**src/vnorm_pkg.sv**
```systemverilog
package vnorm_pkg;

    localparam int COMP_W    = 16;
    localparam int FRAC_BITS = 12;
    localparam int LANES     = 4;

    localparam int SQ_W   = 2 * COMP_W;
    localparam int PAIR_W = 2 * COMP_W;
    localparam int SUM_W  = 2 * COMP_W + 1;
    localparam int ROOT_W = COMP_W + 1;
    localparam int RAD_W  = 2 * ROOT_W;
    localparam int SREM_W = ROOT_W + 2;
    localparam int QUO_W  = FRAC_BITS + 1;
    localparam int DREM_W = ROOT_W + 1;

    localparam int DIM_W      = 3;
    localparam int EPS_W      = 16;
    localparam int EPSQ_W     = 2 * EPS_W;
    localparam int CFG_IDX_W  = 2;
    localparam int CFG_DATA_W = 16;

    localparam logic [DIM_W-1:0]  DIM_RESET  = DIM_W'(3);
    localparam logic [DIM_W-1:0]  DIM_THIRD  = DIM_W'(3);
    localparam logic [DIM_W-1:0]  DIM_FOURTH = DIM_W'(4);
    localparam logic [EPS_W-1:0]  EPS_RESET  = EPS_W'(1);
    localparam logic [EPSQ_W-1:0] EPSQ_RESET = EPSQ_W'(EPS_RESET) * EPSQ_W'(EPS_RESET);

    typedef enum logic [CFG_IDX_W-1:0] {
        CFG_DIMENSION = 2'd0,
        CFG_EPSILON   = 2'd1
    } cfg_index_t;

    typedef struct packed {
        logic signed [COMP_W-1:0] comp_x;
        logic signed [COMP_W-1:0] comp_y;
        logic signed [COMP_W-1:0] comp_z;
        logic signed [COMP_W-1:0] comp_w;
    } vn_in_t;

    typedef struct packed {
        logic signed [COMP_W-1:0] out_x;
        logic signed [COMP_W-1:0] out_y;
        logic signed [COMP_W-1:0] out_z;
        logic signed [COMP_W-1:0] out_w;
        logic                     too_short;
    } vn_out_t;

    // per-item sideband that rides along the pipeline
    typedef struct packed {
        logic [LANES-1:0][COMP_W-1:0] raw;
        logic [LANES-1:0][COMP_W-1:0] mag;
        logic [LANES-1:0]             neg;
        logic                         too_short;
    } vn_carry_t;

endpackage

```
**src/vnorm_root_step.sv**
```systemverilog
module vnorm_root_step (
    input  logic [vnorm_pkg::SREM_W-1:0] rem_in,
    input  logic [vnorm_pkg::ROOT_W-1:0] root_in,
    input  logic [1:0]                   pair,
    output logic [vnorm_pkg::SREM_W-1:0] rem_out,
    output logic [vnorm_pkg::ROOT_W-1:0] root_out
);

    logic [vnorm_pkg::SREM_W-1:0] rem_sh;
    logic [vnorm_pkg::SREM_W-1:0] trial;
    logic                         fits;

    // bring down the next two radicand bits, try 4*root+1
    assign rem_sh   = {rem_in[vnorm_pkg::SREM_W-3:0], pair};
    assign trial    = {root_in, 2'b01};
    assign fits     = (rem_sh >= trial);
    assign rem_out  = fits ? (rem_sh - trial) : rem_sh;
    assign root_out = {root_in[vnorm_pkg::ROOT_W-2:0], fits};

endmodule

```
**config.mk**
```make
export PLATFORM = sky130hd
export DESIGN_NAME = vnorm_root_step
export DESIGN_NICKNAME = d
export VERILOG_FILES = /design/src/vnorm_pkg.sv /design/src/vnorm_root_step.sv
export SDC_FILE = /design/constraint.sdc
export NUM_CORES = 1
export LEC_CHECK = 0
export BUFFER_PORTS_ARGS = -buffer_cell sky130_fd_sc_hd__buf_2
export CORE_MARGIN = 5
export CORE_UTILIZATION = 50
export DETAILED_ROUTE_END_ITERATION = 10
export PLACE_DENSITY_LB_ADDON = 0.2
export SLEW_MARGIN = 25
export SYNTH_ARGS = -nofsm -noshare
export SYNTH_HDL_FRONTEND = slang
export SYNTH_SLANG_ARGS = --single-unit
```
**constraint.sdc**
```tcl
create_clock -name vclk -period 3.9
set_clock_uncertainty 0.2 [all_clocks]
set_input_delay 0.78 -clock vclk [all_inputs]
set_output_delay 0.78 -clock vclk [all_outputs]
set_load 0.01 [all_outputs]
```
==> results.md <==
* Mean Syn Cell Area at ~7.5 um2
* Area Overhead vs Synth at 41.5%
* Cell area after synthesis at about 1600 um2
* Antenna violations before repair at 0
* Seq Cell Count at 0
* Storage cell area at 0 um2
* First DRT Iteration DRCs at 92
* Pins Over Slew Limit at 0
* Total power at a little over 400 uW
* Antenna cell count at 0
* Final min period at 3.83 ns
* Worst path required time at a little under 3 ns
* I/O Buffers at 72
* Critical path endpoint category: output port
* Worst hold path class: in -> out
* Row count at 20
* Gr usage total at between 10% and 20%
* Chip width at roughly 66 um
* PD cells at 185 nW/um2
* Layout Cells excl Fill at 332
* Vias per cell at about 5.4
* 1st-pass router iterations at 4
* P_int at 206 uW
* Number of clock buffers in the layout at 0
* Syn Inst Count at 208
* Relative slew slack at ~73%
* Max rail drop VDD at about 0.1 mV
* Die Area at around 4300 um2
* # DRC at 0
* # setup viols final at 0
* Final hold vios at 0
* Core Area at slightly above 3000 um2
* Starting density of the core at 51.7%
* Switching pwr at between 200 and 250 uW
* Wire length of the first global-routing pass at roughly 6400 um
* Sw frac at a little under 50%
* Yosys cell types at 55
* Placed cells at 327
* Lkg Pwr at 0.00113 uW
* Layout cells sized above 1 at about 50%
* Average wire per standard cell at 13.3 um
* Gr ovfl total at 0
* # Max-Cap Violations at 0
* Post-route clock period utilization at a little under 100%
* HPWL after DPL at between 3000 and 4000 um
* Most frequent cells in the layout: buf_2 (72), buf_4 (27), inv_1 (23)
* Max Freq at 261 MHz
* Crit path launch type: primary input
* Total Routed Length at about 4400 um
* Reg power frac at 0%
* Clock network fraction of total power at 0%
* Ys Warns at 0
* Number of buffers inserted by hold repair at cts at 0
* Number of global-route vias before repair at between 1500 and 2000
* Largest area contributor in the netlist: ha_1
* Outcome: completed
* Final ANT Viol Nets at 0
* Critical setup path kind: in -> out
* Post-synth top area share at between 15 and 20%
* Gate power share at 100.0%
* Design area at 2210 um2
* CP arrival at 2.85 ns
* Synth area leaders: ha_1 (15%), buf_4 (8.2%), mux2_2 (6.5%)
* Syn Nets at 265
* Sequential element share of the synthesized area at 0%
* Placed Area at approximately 2000 um2
* Post-layout nets at approximately 350
* Die Span Y at 66.0 um
* Overall via count from detail_route at between 1500 and 2000
* Final Wtd Congestion at about 0.86
* IO Pins at 74
* Worst-Margin Slew at roughly 0.40 ns
* Largest net degree at the start of global routing at 12
* Commonest non-fill, non-tap cell in the layout: buf_2
* Crit path max fanout at 8
[synth_stat cells (all sizes together)]
cell	count
a22o	2
o31ai	3
a211oi	5
nand2	10
and3b	1
o21bai	2
nand3b	1
a22oi	2
a21o	9
nor3	2
o311a	1
o211a	1
a31oi	4
mux2	13
inv	24
xor2	5
nor4	1
nor2	12
ha	19
a21boi	1
nand3	6
and4	1
clkbuf	1
nor2b	4
o31a	1
xnor2	6
o211ai	4
and3	3
a221oi	2
o21a	3
nand4	2
or2	1
o21ai	11
mux2i	1
or3b	2
o2111ai	3
nand2b	2
o221ai	2
buf	22
a21oi	9
o41ai	1
and2	3
[power by group through the flow]
stage          registers [uW]  clock network (uW)  logic [uW]
2_1_floorplan               0                   0         254
3_3_place_gp                0                   0         359
3_5_place_dp                0                   0         361
4_1_cts                     0                   0         368
5_1_grt                     0                   0         448
6_report                    0                   0         409
[layer usage]
metal	global-route usage (%)	vias up	wire (um)
met3	0	12	237
li1	-	907	-
met4	0	0	76
met5	0	-	0
met1	25.2	810	1920
met2	29.5	67	2200
[metrics by stage]
step	hold WS [ns]	setup TNS, ns	worst slack, ns	utilization [%]
2_1_floorplan	1.45	0	0.117	-
3_3_place_gp	1.56	-0.0308	-0.00635	66.0
3_5_place_dp	1.56	-0.0781	-0.0115	66.0
4_1_cts	1.56	0	0.000225	66.7
5_1_grt	1.56	-0.367	-0.0449	73.1
6_report	1.56	0	0.0677	73.1
[worst max-delay path: stages]
cell and delay [ns]:
buf_2 0.09, inv_1 0.07, ha_4 0.27, and3_4 0.21, buf_6 0.13, nand3_4 0.09
a211oi_4 0.26, o2111ai_2 0.17, and2_4 0.21, buf_12 0.14, mux2_4 0.29, buf_2 0.14
[what timing repair did]
| item | 4_1_cts | 5_1_grt |
|---|---|---|
| pin swaps | 2 | 10 |
| buffers inserted | 2 | 3 |
| resized for setup | 3 | 28 |
| setup endpoints to repair | 10 | 18 |
[logic make-up (layout without fill, tap and decap cells)]
| logic type | Yosys count | after routing | synth area share, % |
|---|---|---|---|
| AOI/OAI and AO/OA | 66 | 66 | 32.0 |
| and+or+nand+nor | 51 | 51 | 18.5 |
| buffers and inverters | 47 | 127 | 17.2 |
| adders and majority gates | 19 | 19 | 15.2 |
| muxes | 14 | 14 | 11.0 |
| xor gates and xnor gates | 11 | 11 | 6.15 |
[final cells by class]
| cell class | count | area, um2 |
|---|---|---|
| multi-input combinational | 161 | 1450 |
| tap | 44 | 55.1 |
| inverter | 24 | 90.1 |
| timing repair buffer | 103 | 621 |
| fill | 246 | 813 |
[worst paths after layout]
check                       start           end  slack (ns)  depth (start not counted)
worst max-delay path  root_in[10]   rem_out[17]        0.07                         12
worst min-delay path  root_in[15]  root_out[16]        1.56                          2
(Power assumes the default switching activity.)
