## src/vnorm_pkg.sv

```systemverilog
package vnorm_pkg;

    localparam int COMP_W    = 16;
    localparam int FRAC_BITS = 12;
    localparam int LANES     = 4;

    localparam int SQ_W   = 2 * COMP_W;
    localparam int PAIR_W = 2 * COMP_W;
    localparam int SUM_W  = 2 * COMP_W + 1;
    localparam int ROOT_W = COMP_W + 1;
    localparam int RAD_W  = 2 * ROOT_W;
    localparam int SREM_W = ROOT_W + 2;
    localparam int QUO_W  = FRAC_BITS + 1;
    localparam int DREM_W = ROOT_W + 1;

    localparam int DIM_W      = 3;
    localparam int EPS_W      = 16;
    localparam int EPSQ_W     = 2 * EPS_W;
    localparam int CFG_IDX_W  = 2;
    localparam int CFG_DATA_W = 16;

    localparam logic [DIM_W-1:0]  DIM_RESET  = DIM_W'(3);
    localparam logic [DIM_W-1:0]  DIM_THIRD  = DIM_W'(3);
    localparam logic [DIM_W-1:0]  DIM_FOURTH = DIM_W'(4);
    localparam logic [EPS_W-1:0]  EPS_RESET  = EPS_W'(1);
    localparam logic [EPSQ_W-1:0] EPSQ_RESET = EPSQ_W'(EPS_RESET) * EPSQ_W'(EPS_RESET);

    typedef enum logic [CFG_IDX_W-1:0] {
        CFG_DIMENSION = 2'd0,
        CFG_EPSILON   = 2'd1
    } cfg_index_t;

    typedef struct packed {
        logic signed [COMP_W-1:0] comp_x;
        logic signed [COMP_W-1:0] comp_y;
        logic signed [COMP_W-1:0] comp_z;
        logic signed [COMP_W-1:0] comp_w;
    } vn_in_t;

    typedef struct packed {
        logic signed [COMP_W-1:0] out_x;
        logic signed [COMP_W-1:0] out_y;
        logic signed [COMP_W-1:0] out_z;
        logic signed [COMP_W-1:0] out_w;
        logic                     too_short;
    } vn_out_t;

    // per-item sideband that rides along the pipeline
    typedef struct packed {
        logic [LANES-1:0][COMP_W-1:0] raw;
        logic [LANES-1:0][COMP_W-1:0] mag;
        logic [LANES-1:0]             neg;
        logic                         too_short;
    } vn_carry_t;

endpackage

```

## src/vnorm_div_step.sv

```systemverilog
module vnorm_div_step (
    input  logic [vnorm_pkg::DREM_W-1:0] rem_in,
    input  logic [vnorm_pkg::ROOT_W-1:0] divisor,
    input  logic                         shift_en,
    output logic [vnorm_pkg::DREM_W-1:0] rem_out,
    output logic                         q_bit
);

    logic [vnorm_pkg::DREM_W-1:0] rem_sh;
    logic [vnorm_pkg::DREM_W-1:0] div_ext;

    // first step has weight 2^frac with no shift, since |c| <= r
    assign rem_sh  = shift_en ? {rem_in[vnorm_pkg::DREM_W-2:0], 1'b0} : rem_in;
    assign div_ext = vnorm_pkg::DREM_W'(divisor);
    assign q_bit   = (rem_sh >= div_ext);
    assign rem_out = q_bit ? (rem_sh - div_ext) : rem_sh;

endmodule

```

## config.mk

```make
export PLATFORM = sky130hd
export DESIGN_NAME = vnorm_div_step
export DESIGN_NICKNAME = d
export VERILOG_FILES = /design/src/vnorm_pkg.sv /design/src/vnorm_div_step.sv
export SDC_FILE = /design/constraint.sdc
export NUM_CORES = 1
export LEC_CHECK = 0
export BUFFER_PORTS_ARGS = -buffer_cell sky130_fd_sc_hd__buf_4
export CAP_MARGIN = 25
export CORE_ASPECT_RATIO = 0.75
export CORE_MARGIN = 10
export CORE_UTILIZATION = 31
export DETAILED_ROUTE_END_ITERATION = 6
export PLACE_DENSITY = 0.6
export SYNTH_ARGS = -nofsm -noshare
export SYNTH_HDL_FRONTEND = slang
export SYNTH_SLANG_ARGS = --single-unit
export TNS_END_PERCENT = 50
```

## constraint.sdc

```tcl
create_clock -name vclk -period 3.3
set_input_delay 0 -clock vclk [all_inputs]
set_output_delay 0 -clock vclk [all_outputs]
set_load 0.02 [all_outputs]
```

==> flow_metrics.tcl <==
set metrics [dict create \
    synthDistinctLibCells 40 \
    drt_iter0_drc 46 \
    hold_class "input pin to primary output" \
    slowest_delay_ns 0.43 \
    dp.final_hpwl_um 3610 \
    antenna_found_initial 0 \
    synth.avg_cell_area_um2 7.19 \
    ys_seq_area_frac 0 \
    grt_usage 0.106 \
    dp_slack_ns 0.604 \
    nClkBuffers 0 \
    die_x_um 96.8 \
    syn_inst 191 \
    drtPass1Iterations 4 \
    vdd_drop_max_v 0.000159 \
    grt_pass1_vias 1490 \
    cp_common_cell "buf_4" \
    p_leak_nw 0.859 \
    period_share 0.816 \
    nFlopsAndLatches 0 \
    startpoint "shift_en" \
    status "complete, no violations" \
    cts_hold_buf 0 \
    cts_setup_buffers 0 \
    drc_errors 0 \
    max_slew.worst_pin.slew_ns 0.536 \
    crit_slowest_cell "fa_1" \
    ant_nets 0 \
    synthToLayoutAreaGrowth_pct 31.6 \
    grt_max_degree 19 \
    slew_viol_final 0 \
    coreArea_mm2 0.00415 \
    die_area_mm2 0.00752 \
    portBuffers 55 \
    min_to "rem_out[0]" \
    cts_resized 0 \
    initial_utilization 0.330 \
    setup-tns-final_ns 0 \
    crit_path_start_kind "input pin" \
    setup_slack_ns 0.606 \
    drive_gt1_frac 0.356 \
    crit_path_cell_trace "buf_4 -> mux2_2 -> fa_1 -> a21oi_1 -> o22ai_2 -> a211oi_1 -> o31a_1 -> buf_4 -> mux2_2 -> buf_4" \
    diodes 0 \
    regArea_um2 0 \
    maxCapViolCount 0 \
    hold_viol 0 \
    die_h_um 77.6 \
    rows 20 \
    yosysWarningCount 0 \
    routed_wl_um 4210 \
    end_kind "primary output" \
    fin_crit_ns 2.69 \
    fin_nets 295 \
    rsz0062_at_grt "no" \
    grt_pass1_wl_um 7130 \
    crit_required_ns 3.30 \
    p_per_area_mw_per_mm2 289 \
    ios 55 \
    finalSetupViolations 0 \
    wl_per_cell_um 14.3 \
    cp.arrival_ns 2.69 \
    synth_fp_nets 245 \
    gp_congestion 0.856 \
    whs_path_depth 4 \
    syn_area_mm2 0.00137 \
    vias 1473 \
    post_drt_via_cell_ratio 5.01 \
    fmax_ghz 0.371 \
    grt-ovfl-total 0 \
    worstHoldStart "rem_in[0]" \
    relSlewSlack 0.639 \
    path_class "input pin to primary output" \
    cp_max_fo 18 \
]
==> cell usage in the layout (no fill, tap or decap), types with 2 or more instances in the layout <==
cell type  count
o21a_1         4
mux2_2        22
nand2b_1       3
a221oi_1       2
mux2i_1        3
inv_1         19
and4_1         2
nor2_1        10
o31ai_2        2
nand4_1        4
xnor2_1        9
buf_4         57
nor2b_1        3
o21ai_0       14
a21boi_0       2
ha_1          17
a21oi_1       16
o211ai_1       2
o31ai_1        3
o21bai_1       3
nand2_1       19
nor3_1         3
a211oi_1       3
a21o_1         4
==> cells in the mapped netlist (all sizes together) <==
cell type,number,share of area
a211oi,3,0.016
a21boi,2,0.011
a21o,4,0.022
a21oi,16,0.058
a221oi,2,0.013
and2,1,0.0046
and3,1,0.0046
and4,3,0.021
buf,5,0.035
clkbuf,4,0.011
fa,1,0.015
ha,17,0.15
inv,20,0.055
mux2,22,0.18
mux2i,3,0.022
nand2,19,0.052
nand2b,3,0.014
nand4,4,0.018
nor2,10,0.027
nor2b,3,0.014
nor3,3,0.011
nor3b,1,0.0055
nor4,1,0.0046
o2111ai,1,0.0064
o211ai,2,0.011
o21a,4,0.022
o21ai,14,0.051
o21bai,3,0.016
o22ai,1,0.0091
o31a,1,0.0064
o31ai,5,0.035
o41ai,1,0.0064
or2,1,0.0046
xnor2,9,0.057
xor2,1,0.0064
==> power breakdown <==
part           switching (mW)  internal (mW)  total, mW
Sequential                  0              0          0
Clock                       0              0          0
Combinational           0.281          0.241      0.522
Total                   0.281          0.241      0.522
==> metrics by stage <==
step	area (µm²)	total power, mW	cells	utilization	hold slack, ns
CTS	1810	0.527	294	0.435	0.427
finish	1810	0.522	294	0.435	0.427
floorplan	1370	0.350	191	-	0.234
global route	1810	0.576	294	0.435	0.462
detailed placement	1810	0.524	294	0.435	0.419
global placement	1810	0.522	294	0.435	0.425
==> worst max path at each step <==
stage,to,cells after the start
after floorplan,rem_out[12],11
after global placement,rem_out[4],10
after detailed placement,rem_out[4],10
after CTS,rem_out[4],10
after global routing,rem_out[4],12
final,rem_out[10],10
==> area by class of cell <==
cell class                      count  area, µm²
Fill cell                         454       2350
Multi-Input combinational cell    162       1230
Timing Repair Buffer               57        428
Inverter                           20       75.1
Tap cell                           55       68.8
==> routing by layer <==
metal | vias to the layer above | part of all wire | GRT usage
li1 | 794 | - | -
met5 | - | 0 | 0
met2 | 47 | 0.38 | 0.153
met4 | 0 | 0 | 0
met3 | 0 | 0.062 | 0.0177
met1 | 632 | 0.56 | 0.164
==> critical path, delay by kind of cell <==
family	cells	cell delay, ns
compound gates	4	0.85
fa+ha+maj	1	0.43
buf+inv	3	0.63
mux	2	0.76
==> cell families after synthesis <==
| group | synth area share |
|---|---|
| mux | 0.202 |
| compound gates | 0.283 |
| xor+xnor | 0.0638 |
| simple gates | 0.181 |
| fa+ha+maj | 0.170 |
| buf+inv | 0.100 |
No activity file was read; power rests on OpenSTA's default activity.
